[src/design/wsd_pkg.sv]
// wsd_pkg: types and constants shared by the websocket deframer modules
// depends on nothing
`default_nettype none
package wsd_pkg;

  // parser phase codes; unused codes are treated as the first header byte
  typedef enum logic [2:0] {
    PH_HDR0    = 3'd0,
    PH_HDR1    = 3'd1,
    PH_EXTLEN  = 3'd2,
    PH_MASK    = 3'd3,
    PH_PAYLOAD = 3'd4
  } phase_t;

  // result kinds
  localparam logic [1:0] KIND_DATA  = 2'd0;
  localparam logic [1:0] KIND_PING  = 2'd1;
  localparam logic [1:0] KIND_CLOSE = 2'd2;
  localparam logic [1:0] KIND_ERROR = 2'd3;

  // protocol error causes
  localparam logic [2:0] CAUSE_UNMASKED    = 3'd0;
  localparam logic [2:0] CAUSE_RESERVED    = 3'd1;
  localparam logic [2:0] CAUSE_OPCODE      = 3'd2;
  localparam logic [2:0] CAUSE_CONTROL     = 3'd3;
  localparam logic [2:0] CAUSE_STRAY_CONT  = 3'd4;
  localparam logic [2:0] CAUSE_INTERLEAVED = 3'd5;

  // frame opcodes
  localparam logic [3:0] OP_CONT   = 4'h0;
  localparam logic [3:0] OP_TEXT   = 4'h1;
  localparam logic [3:0] OP_BINARY = 4'h2;
  localparam logic [3:0] OP_CLOSE  = 4'h8;
  localparam logic [3:0] OP_PING   = 4'h9;
  localparam logic [3:0] OP_PONG   = 4'hA;

  // 7-bit length codes
  localparam logic [6:0] LEN7_CTRL_MAX = 7'd125;
  localparam logic [6:0] LEN7_EXT16    = 7'd126;
  localparam logic [6:0] LEN7_EXT64    = 7'd127;

  // extended length bytes still to come after the first one
  localparam logic [2:0] EXT16_COUNT = 3'd1;
  localparam logic [2:0] EXT64_COUNT = 3'd7;

  localparam int QUEUE_DEPTH   = 4;
  localparam int QUEUE_LEVEL_W = $clog2(QUEUE_DEPTH + 1);

  typedef struct packed {
    logic [1:0] kind;
    logic [7:0] data;
    logic       data_valid;
    logic       last;
    logic       msg_type;
    logic [2:0] error_cause;
  } result_t;

  typedef struct packed {
    logic closed;
  } front_stat_t;

  typedef struct packed {
    logic                     full;
    logic [QUEUE_LEVEL_W-1:0] level;
  } queue_stat_t;

endpackage
`default_nettype wire

[src/design/websocket_frame_deframer.sv]
// websocket_frame_deframer: top level of the receive-side frame deframer
// depends on wsd_pkg, wsd_front, wsd_queue, wsd_back
//
// Receive-side websocket deframer. One client byte is taken per clock on the
// in channel while the event queue has room; the header (flags, opcode,
// 7/16/64-bit length, mask key) is decoded on the fly and payload bytes are
// unmasked and streamed out, one result per byte where one is due. Text and
// binary bytes leave as kind 0 with msg_type and last; ping payload leaves as
// kind 1 for a pong echo; pong frames and close payload are dropped. A close
// frame (kind 2, answer 1000) or a protocol error (kind 3 with error_cause,
// answer 1002) gives a single event, after which all input is taken and
// ignored until reset. A result reaches the out port through a four-entry
// event queue and then an output register, so the in side keeps running
// while the out side is stalled until the queue fills. Lengths wider than
// LENGTH_BITS saturate to all ones.
`default_nettype none
module websocket_frame_deframer import wsd_pkg::*; #(
  parameter int LENGTH_BITS = 64
) (
  input  wire logic       clk,
  input  wire logic       rst,
  // byte input channel
  input  wire logic       in_valid,
  output      logic       in_stall,
  input  wire logic [7:0] in_byte,
  // result channel
  output      logic       out_valid,
  input  wire logic       out_stall,
  output      logic [1:0] kind,
  output      logic [7:0] data,
  output      logic       data_valid,
  output      logic       last,
  output      logic       msg_type,
  output      logic [2:0] error_cause
);

  result_t     push_item;
  result_t     head;
  result_t     out_item;
  logic        push;
  logic        pop;
  logic        nonempty;
  front_stat_t front_stat;
  queue_stat_t queue_stat;

  // front: parses every accepted byte and classifies it into at most one event
  wsd_front #(
    .LENGTH_BITS(LENGTH_BITS)
  ) u_front (
    .clk       (clk),
    .rst       (rst),
    .in_valid  (in_valid),
    .in_stall  (in_stall),
    .in_byte   (in_byte),
    .queue_full(queue_stat.full),
    .push      (push),
    .push_item (push_item),
    .stat      (front_stat)
  );

  // queue: decouples byte intake from result delivery
  wsd_queue u_queue (
    .clk      (clk),
    .rst      (rst),
    .push     (push),
    .push_item(push_item),
    .pop      (pop),
    .head     (head),
    .nonempty (nonempty),
    .stat     (queue_stat)
  );

  // back: registered result transfer
  wsd_back u_back (
    .clk      (clk),
    .rst      (rst),
    .head     (head),
    .nonempty (nonempty),
    .pop      (pop),
    .out_valid(out_valid),
    .out_stall(out_stall),
    .out_item (out_item)
  );

  assign kind        = out_item.kind;
  assign data        = out_item.data;
  assign data_valid  = out_item.data_valid;
  assign last        = out_item.last;
  assign msg_type    = out_item.msg_type;
  assign error_cause = out_item.error_cause;

`ifndef SYNTHESIS
  // once closed, the connection stays closed until reset
  a_closed_sticky: assert property (@(posedge clk) disable iff (rst)
    front_stat.closed |=> front_stat.closed)
    else $error("closed flag dropped without reset");

  // the parser never pushes into a full queue
  a_no_overflow: assert property (@(posedge clk) disable iff (rst)
    push |-> !queue_stat.full)
    else $error("event pushed into full queue");

  // queue occupancy never goes past its depth
  a_level_bounded: assert property (@(posedge clk) disable iff (rst)
    queue_stat.level <= QUEUE_LEVEL_W'(QUEUE_DEPTH))
    else $error("queue level beyond its depth");

  // close and error events carry no byte and no end mark
  a_end_events_empty: assert property (@(posedge clk) disable iff (rst)
    out_valid && (kind == KIND_ERROR || kind == KIND_CLOSE) |-> !data_valid && !last)
    else $error("close or error event carries payload fields");

  // only message data carries a message type
  a_type_only_data: assert property (@(posedge clk) disable iff (rst)
    out_valid && kind != KIND_DATA |-> !msg_type)
    else $error("msg_type set on a non-data event");
`endif

endmodule
`default_nettype wire

[src/design/wsd_front.sv]
// wsd_front: header parser, unmasking and event classification per byte
// depends on wsd_pkg
`default_nettype none
module wsd_front import wsd_pkg::*; #(
  parameter int LENGTH_BITS = 64
) (
  input  wire logic        clk,
  input  wire logic        rst,
  input  wire logic        in_valid,
  output      logic        in_stall,
  input  wire logic [7:0]  in_byte,
  input  wire logic        queue_full,
  output      logic        push,
  output      result_t     push_item,
  output      front_stat_t stat
);

  phase_t                 phase, phase_next;
  logic                   frame_final, frame_final_next;
  logic [3:0]             frame_opcode, frame_opcode_next;
  logic                   rsv_seen, rsv_seen_next;
  logic [2:0]             len_count, len_count_next;
  logic [LENGTH_BITS-1:0] remaining, remaining_next;
  logic                   len_ovf, len_ovf_next;
  logic [31:0]            mask_key, mask_key_next;
  logic [1:0]             mask_pos, mask_pos_next;
  logic                   in_fragment, in_fragment_next;
  logic                   fragment_type, fragment_type_next;
  logic                   closed, closed_next;

  logic                   go;
  logic [6:0]             len7;
  logic                   known_op;
  logic                   hdr1_err;
  logic [2:0]             hdr1_cause;
  logic                   hend_err;
  logic [2:0]             hend_cause;
  logic                   rem_zero;
  logic                   pay_end;
  logic                   cur_type;
  logic [LENGTH_BITS-1:0] ext_shifted;
  logic                   ext_ovf;
  logic [7:0]             unmasked;
  logic                   emit;
  result_t                item;

  assign in_stall  = queue_full;
  assign go        = in_valid && !in_stall && !closed;
  assign push      = go && emit;
  assign push_item = item;
  assign stat.closed = closed;

  // decisions shared by the phase and datapath logic
  assign len7     = in_byte[6:0];
  assign known_op = (frame_opcode == OP_CONT) || (frame_opcode == OP_TEXT) ||
                    (frame_opcode == OP_BINARY) || (frame_opcode == OP_CLOSE) ||
                    (frame_opcode == OP_PING) || (frame_opcode == OP_PONG);
  assign rem_zero = (remaining == '0);
  assign pay_end  = (remaining[LENGTH_BITS-1:1] == '0);
  assign cur_type = (frame_opcode == OP_CONT) ? fragment_type : (frame_opcode == OP_BINARY);
  assign ext_shifted = {remaining[LENGTH_BITS-9:0], in_byte};
  assign ext_ovf     = len_ovf || (remaining[LENGTH_BITS-1 -: 8] != 8'd0);

  always_comb begin
    case (mask_pos)
      2'd0:    unmasked = in_byte ^ mask_key[31:24];
      2'd1:    unmasked = in_byte ^ mask_key[23:16];
      2'd2:    unmasked = in_byte ^ mask_key[15:8];
      default: unmasked = in_byte ^ mask_key[7:0];
    endcase
  end

  always_comb begin
    hdr1_err   = 1'b1;
    hdr1_cause = CAUSE_UNMASKED;
    if (!in_byte[7]) begin
      hdr1_cause = CAUSE_UNMASKED;
    end else if (rsv_seen) begin
      hdr1_cause = CAUSE_RESERVED;
    end else if (!known_op) begin
      hdr1_cause = CAUSE_OPCODE;
    end else if (frame_opcode[3] && (!frame_final || len7 > LEN7_CTRL_MAX)) begin
      hdr1_cause = CAUSE_CONTROL;
    end else begin
      hdr1_err = 1'b0;
    end
  end

  always_comb begin
    hend_err   = 1'b0;
    hend_cause = CAUSE_STRAY_CONT;
    if (frame_opcode == OP_CONT) begin
      hend_err = !in_fragment;
    end else if (frame_opcode == OP_TEXT || frame_opcode == OP_BINARY) begin
      hend_err   = in_fragment;
      hend_cause = CAUSE_INTERLEAVED;
    end
  end

  // next phase
  always_comb begin
    phase_next = phase;
    if (go) begin
      case (phase)
        PH_HDR1: begin
          if (!hdr1_err) begin
            phase_next = (len7 >= LEN7_EXT16) ? PH_EXTLEN : PH_MASK;
          end
        end
        PH_EXTLEN: begin
          if (len_count == 3'd0) phase_next = PH_MASK;
        end
        PH_MASK: begin
          if (mask_pos == 2'd3 && !hend_err) begin
            phase_next = rem_zero ? PH_HDR0 : PH_PAYLOAD;
          end
        end
        PH_PAYLOAD: begin
          if (pay_end) phase_next = PH_HDR0;
        end
        default: phase_next = PH_HDR1;
      endcase
    end
  end

  // datapath and emitted event
  always_comb begin
    frame_final_next   = frame_final;
    frame_opcode_next  = frame_opcode;
    rsv_seen_next      = rsv_seen;
    len_count_next     = len_count;
    remaining_next     = remaining;
    len_ovf_next       = len_ovf;
    mask_key_next      = mask_key;
    mask_pos_next      = mask_pos;
    in_fragment_next   = in_fragment;
    fragment_type_next = fragment_type;
    closed_next        = closed;
    emit               = 1'b0;
    item               = '0;
    if (go) begin
      case (phase)
        PH_HDR1: begin
          if (hdr1_err) begin
            closed_next      = 1'b1;
            emit             = 1'b1;
            item.kind        = KIND_ERROR;
            item.error_cause = hdr1_cause;
          end else begin
            mask_pos_next = 2'd0;
            mask_key_next = '0;
            len_ovf_next  = 1'b0;
            if (len7 == LEN7_EXT16) begin
              len_count_next = EXT16_COUNT;
              remaining_next = '0;
            end else if (len7 == LEN7_EXT64) begin
              len_count_next = EXT64_COUNT;
              remaining_next = '0;
            end else begin
              len_count_next = 3'd0;
              remaining_next = {{(LENGTH_BITS-7){1'b0}}, len7};
            end
          end
        end
        PH_EXTLEN: begin
          len_ovf_next = ext_ovf;
          if (len_count == 3'd0) begin
            remaining_next = ext_ovf ? '1 : ext_shifted;
          end else begin
            remaining_next = ext_shifted;
            len_count_next = len_count - 3'd1;
          end
        end
        PH_MASK: begin
          mask_key_next = {mask_key[23:0], in_byte};
          if (mask_pos == 2'd3) begin
            mask_pos_next = 2'd0;
            if (hend_err) begin
              closed_next      = 1'b1;
              emit             = 1'b1;
              item.kind        = KIND_ERROR;
              item.error_cause = hend_cause;
            end else begin
              if (frame_opcode == OP_CONT) begin
                if (frame_final) in_fragment_next = 1'b0;
              end else if (frame_opcode == OP_TEXT || frame_opcode == OP_BINARY) begin
                if (!frame_final) begin
                  in_fragment_next   = 1'b1;
                  fragment_type_next = (frame_opcode == OP_BINARY);
                end
              end
              // empty frame ends right at the header
              if (rem_zero) begin
                if (frame_opcode == OP_CONT || frame_opcode == OP_TEXT ||
                    frame_opcode == OP_BINARY) begin
                  emit          = frame_final;
                  item.kind     = KIND_DATA;
                  item.last     = 1'b1;
                  item.msg_type = cur_type;
                end else if (frame_opcode == OP_PING) begin
                  emit      = 1'b1;
                  item.kind = KIND_PING;
                  item.last = 1'b1;
                end else if (frame_opcode == OP_CLOSE) begin
                  closed_next = 1'b1;
                  emit        = 1'b1;
                  item.kind   = KIND_CLOSE;
                end
              end
            end
          end else begin
            mask_pos_next = mask_pos + 2'd1;
          end
        end
        PH_PAYLOAD: begin
          mask_pos_next = mask_pos + 2'd1;
          if (!rem_zero) remaining_next = remaining - {{(LENGTH_BITS-1){1'b0}}, 1'b1};
          if (frame_opcode == OP_CONT || frame_opcode == OP_TEXT ||
              frame_opcode == OP_BINARY) begin
            emit            = 1'b1;
            item.kind       = KIND_DATA;
            item.data       = unmasked;
            item.data_valid = 1'b1;
            item.last       = pay_end && frame_final;
            item.msg_type   = cur_type;
          end else if (frame_opcode == OP_PING) begin
            emit            = 1'b1;
            item.kind       = KIND_PING;
            item.data       = unmasked;
            item.data_valid = 1'b1;
            item.last       = pay_end;
          end else if (frame_opcode == OP_CLOSE && pay_end) begin
            closed_next = 1'b1;
            emit        = 1'b1;
            item.kind   = KIND_CLOSE;
          end
        end
        default: begin
          frame_final_next  = in_byte[7];
          rsv_seen_next     = (in_byte[6:4] != 3'd0);
          frame_opcode_next = in_byte[3:0];
        end
      endcase
    end
  end

  always_ff @(posedge clk) begin
    if (rst) begin
      phase         <= PH_HDR0;
      frame_final   <= 1'b0;
      frame_opcode  <= OP_CONT;
      rsv_seen      <= 1'b0;
      len_count     <= 3'd0;
      mask_pos      <= 2'd0;
      in_fragment   <= 1'b0;
      fragment_type <= 1'b0;
      closed        <= 1'b0;
    end else begin
      phase         <= phase_next;
      frame_final   <= frame_final_next;
      frame_opcode  <= frame_opcode_next;
      rsv_seen      <= rsv_seen_next;
      len_count     <= len_count_next;
      mask_pos      <= mask_pos_next;
      in_fragment   <= in_fragment_next;
      fragment_type <= fragment_type_next;
      closed        <= closed_next;
    end
  end

  always_ff @(posedge clk) begin
    remaining <= remaining_next;
    len_ovf   <= len_ovf_next;
    mask_key  <= mask_key_next;
  end

endmodule
`default_nettype wire

[src/design/wsd_queue.sv]
// wsd_queue: short event queue between the parser and the output stage
// depends on wsd_pkg
`default_nettype none
module wsd_queue import wsd_pkg::*; (
  input  wire logic    clk,
  input  wire logic    rst,
  input  wire logic    push,
  input  wire result_t push_item,
  input  wire logic    pop,
  output      result_t head,
  output      logic    nonempty,
  output queue_stat_t  stat
);

  localparam int PTR_W = $clog2(QUEUE_DEPTH);

  result_t                  mem [QUEUE_DEPTH];
  logic [PTR_W-1:0]         wr_ptr, rd_ptr;
  logic [QUEUE_LEVEL_W-1:0] level, level_next;
  logic                     do_push, do_pop;

  assign do_push    = push && !stat.full;
  assign do_pop     = pop && nonempty;
  assign nonempty   = (level != '0);
  assign stat.full  = (level == QUEUE_LEVEL_W'(QUEUE_DEPTH));
  assign stat.level = level;
  assign head       = mem[rd_ptr];

  always_comb begin
    level_next = level;
    if (do_push && !do_pop) level_next = level + QUEUE_LEVEL_W'(1);
    if (do_pop && !do_push) level_next = level - QUEUE_LEVEL_W'(1);
  end

  always_ff @(posedge clk) begin
    if (rst) begin
      wr_ptr <= '0;
      rd_ptr <= '0;
      level  <= '0;
    end else begin
      if (do_push) wr_ptr <= wr_ptr + PTR_W'(1);
      if (do_pop) rd_ptr <= rd_ptr + PTR_W'(1);
      level <= level_next;
    end
  end

  always_ff @(posedge clk) begin
    if (do_push) mem[wr_ptr] <= push_item;
  end

endmodule
`default_nettype wire

[src/design/wsd_back.sv]
// wsd_back: output register that drains the event queue onto the result channel
// depends on wsd_pkg
`default_nettype none
module wsd_back import wsd_pkg::*; (
  input  wire logic    clk,
  input  wire logic    rst,
  input  wire result_t head,
  input  wire logic    nonempty,
  output      logic    pop,
  output      logic    out_valid,
  input  wire logic    out_stall,
  output      result_t out_item
);

  // load when the register is empty or its transfer completes this cycle
  assign pop = nonempty && (!out_valid || !out_stall);

  always_ff @(posedge clk) begin
    if (rst) begin
      out_valid <= 1'b0;
    end else if (!out_valid || !out_stall) begin
      out_valid <= nonempty;
    end
  end

  always_ff @(posedge clk) begin
    if (pop) out_item <= head;
  end

endmodule
`default_nettype wire
[config.mk]
export PLATFORM = sky130hd
export DESIGN_NAME = websocket_frame_deframer
export DESIGN_NICKNAME = d
export VERILOG_FILES = /design/src/design/wsd_pkg.sv /design/src/design/websocket_frame_deframer.sv /design/src/design/wsd_front.sv /design/src/design/wsd_queue.sv /design/src/design/wsd_back.sv
export SDC_FILE = /design/constraint.sdc
export NUM_CORES = 1
export LEC_CHECK = 0
export ABC_CLOCK_PERIOD_IN_PS = 6650
export CAP_MARGIN = 40
export CORE_ASPECT_RATIO = 1.75
export CORE_MARGIN = 2
export CORE_UTILIZATION = 45
export DETAILED_ROUTE_END_ITERATION = 16
export DONT_BUFFER_PORTS = 1
export HOLD_SLACK_MARGIN = 0.06
export PLACE_DENSITY = 0.72
export REMOVE_ABC_BUFFERS = 1
export SETUP_SLACK_MARGIN = 0.1
export SYNTH_ARGS = -nofsm -noshare
export SYNTH_HDL_FRONTEND = slang
export SYNTH_SLANG_ARGS = --single-unit
[constraint.sdc]
create_clock -name clk -period 6.65 [get_ports clk]
set_clock_uncertainty 0.2 [all_clocks]
set_input_delay 1.33 -clock clk [delete_from_list [all_inputs] [get_ports clk]]
set_output_delay 1.33 -clock clk [all_outputs]
set_load 0.03 [all_outputs]
==> impl_results.md <==
- Hold Crit Class: reg -> reg
- RSZ-0062 raised after global routing: no
- Hold Slack: 286 ps
- Drt pass-1 iters: 5
- Post-route cell area: 0.0112 mm²
- Worst-Margin Slew: 866 ps
- Post-CTS resize count: 0
- Drt drc: 0
- Top cells by area, synth: edfxtp_1 52%, o21ai_0 6.7%, dfxtp_1 4.9%, mux4_2 3.5%, xor2_1 3.3%
- Max-slew violations: 0
- TritonCTS Sinks: 202
- First-pass GRT wire length: 37,800 µm
- Most common cell in the netlist: edfxtp_1
- Port-buffer cells: 0
- Clk network pwr share: 30.8%
- CP startpoint: u_front.remaining[40]
- Worst setup SP type: register
- Layout area overhead: 10.3%
- Ant. Diodes: 0
- Seq pwr share: 49.1%
- Core Area: 0.0222 mm²
- Antenna-violating nets left: 0
- Mapped Area: 0.0102 mm²
- CP Max Fanout: 6
- Chip Height: 203 µm
- CTS root buf: clkbuf_16
- Starting Density: 45.9%
- Ys async rst share: 0%
- Slew HR: 41.7%
- Switching portion of total power: 32.5%
- Post-CTS Hold Buffers: 0
- Layout cells sized above 1: 10.3%
- Placement row count: 72
- Via count: 7,044
- Cell Int Power: 2.74 mW
- Primary FF master, synth: edfxtp_1
- Post-CTS setup buffer count: 0
- Worst Path Required: 6880 ps
- DPL Wire Length: 16,200 µm
- Leakage power: 3.51 nW
- Clk pin slew, worst setup/hold paths: 60 ps
- Total grt overflow: 0
- Pwr per Cell Area: 361 mW/mm²
- Boundary Pins: 30
- Tot GR Track Use: 19.6%
- Number of global-route vias before repair: 7,246
- Critical path arrival: 4230 ps
- Worst vdd ir: 0.229 mV
- Fin. Hold Viols: 0
- Synth cell types: 67
- Final setup violation count: 0
- Mapped Cells: 888
- Die ar.: 0.0239 mm²
- Period minus WS final: 4000 ps
- Share of the synthesized area in the top cell type: 52.3%
- Max Fclk: 0.250 GHz
- Hold_sp: u_front.len_count[2]
- Post-Syn Area per Cell: 11.4 µm²
- Register bit total from synthesis: 202
- P_sw: 1.32 mW
- Worst r2r src: u_front.remaining[40]
- Largest net degree at the start of global routing: 68
- Critical path class: reg -> reg
- Nets: 896
- Max-cap violations: 0
- WL final: 23,400 µm
- Initial antenna violation count: 0
- Critical path capture point type: register
- Proportion of synthesized chip area in sequential cells: 57.2%
- Die W: 118 µm
- Fin util: 50.6%
- Combinational Power Share: 20.1%
- Worst skew pair latency: 510 ps
- Total power: 4.05 mW
- Number of synthesized flops with an enable pin: 177
- Synth warn: 0
- Initial drt markers: 483
- Post-synth top cells: 177 x edfxtp_1, 136 x o21ai_0, 66 x nor2_1
- Largest area contributor in the netlist: edfxtp_1
- Htree depth: 1
- CTS Buf Count: 20
- Final period utilization: 60.1%
- TritonCTS clock tree: built
- Vias/cell: 5.97
- Clock buffer depth: 3
- Cell Area, Placed: 0.0105 mm²
- WL/cell: 19.8 µm
- Worst setup margin: 2650 ps
- Status: completed
- RD Place Congestion: 0.901
- Pre-CTS WS: 2580 ps
final timing paths:
check             cells after the start  slack [ps]              endpoint
setup / recovery                     12        2650      u_queue.level[2]
hold / removal                        2         290  u_front.len_count[2]
setup reg to reg                     12        2650      u_queue.level[2]
hold reg to reg                       2         290  u_front.len_count[2]
power groups by stage:
stage | logic, mW | clock network (mW) | registers (mW)
final | 0.815 | 1.25 | 1.99
after detailed placement | 0.816 | 0 | 2.02
after global placement | 0.761 | 0 | 2.02
after CTS | 0.823 | 1.28 | 1.99
after floorplan | 0.557 | 0 | 1.98
after global routing | 0.916 | 1.33 | 2.01
worst max-delay path, cell delays in order (launching register included):
cell	delay (ps)
edfxtp_1	450
nor4_1	750
nand3_1	260
nor3_1	630
nand4_1	200
a31oi_2	380
inv_1	80
ha_1	210
inv_1	70
fa_1	170
xor2_1	80
or3_1	300
a21oi_1	140
state kept, by name (all words and copies together) (netlist names):
| signal | cells |
|---|---|
| u_front.frame_opcode | 4 |
| u_front.fragment_type | 1 |
| u_queue.level | 3 |
| u_front.mask_key | 32 |
| u_queue.rd_ptr | 2 |
| u_front.len_count | 3 |
| u_front.stat | 1 |
| u_front.phase | 3 |
| u_front.in_fragment | 1 |
| u_front.len_ovf | 1 |
| u_front.rsv_seen | 1 |
| u_queue.wr_ptr | 2 |
| u_front.remaining | 64 |
| u_back.out_item | 16 |
| u_queue.mem | 64 |
| u_back.out_valid | 1 |
| u_front.mask_pos | 2 |
| u_front.frame_final | 1 |
cell families (layout without fill, tap and decap cells):
group,Yosys count,count (layout),synth area share (%)
muxes,21,21,4.04
DFF,202,202,57.2
xor gates and xnor gates,75,75,6.46
buffers and inverters,69,65,2.81
adders and majority gates,14,14,1.80
AOI/OAI and AO/OA,202,202,11.3
and+or+nand+nor,305,305,16.4
cell usage in the layout, fill, tap and decap left out, types with 6 or more instances in the layout:
cell / n
inv_1: 18
nand4_1: 14
clkbuf_16: 20
and3_1: 35
a21oi_1: 21
nor2_1: 65
nand3_1: 30
nor4_1: 16
ha_1: 13
buf_4: 7
o21ai_0: 136
xnor2_1: 37
xor2_1: 38
a222oi_1: 8
edfxtp_1: 177
nor3_1: 29
mux4_2: 16
o21ai_1: 6
dfxtp_1: 25
nand2_1: 46
nand2b_1: 9
and2_1: 10
or3_1: 6
layer usage:
metal	track usage [%]	up-vias	wire, µm
li1	-	3312	-
met1	20.9	3458	8540
met2	37.0	195	12700
met3	2.50	79	864
met4	10.7	0	1280
met5	0	-	0
cell type report:
type                            count  area [µm²]
Clock buffer                       20         500
Inverter                           18        67.6
Multi-Input combinational cell    617        4110
Tap cell                          296         370
Timing Repair Buffer               11         118
Sequential cell                   202        5820
Fill cell                        1973       10900
Clock inverter                     16         231
per-stage QoR:
step	setup TNS [ps]	instances
after floorplan	-36950	837
after global placement	0	1139
after detailed placement	0	1144
after CTS	0	1180
after global routing	0	1180
final	0	1180
Note: power is estimated with default switching activity, not from simulation.
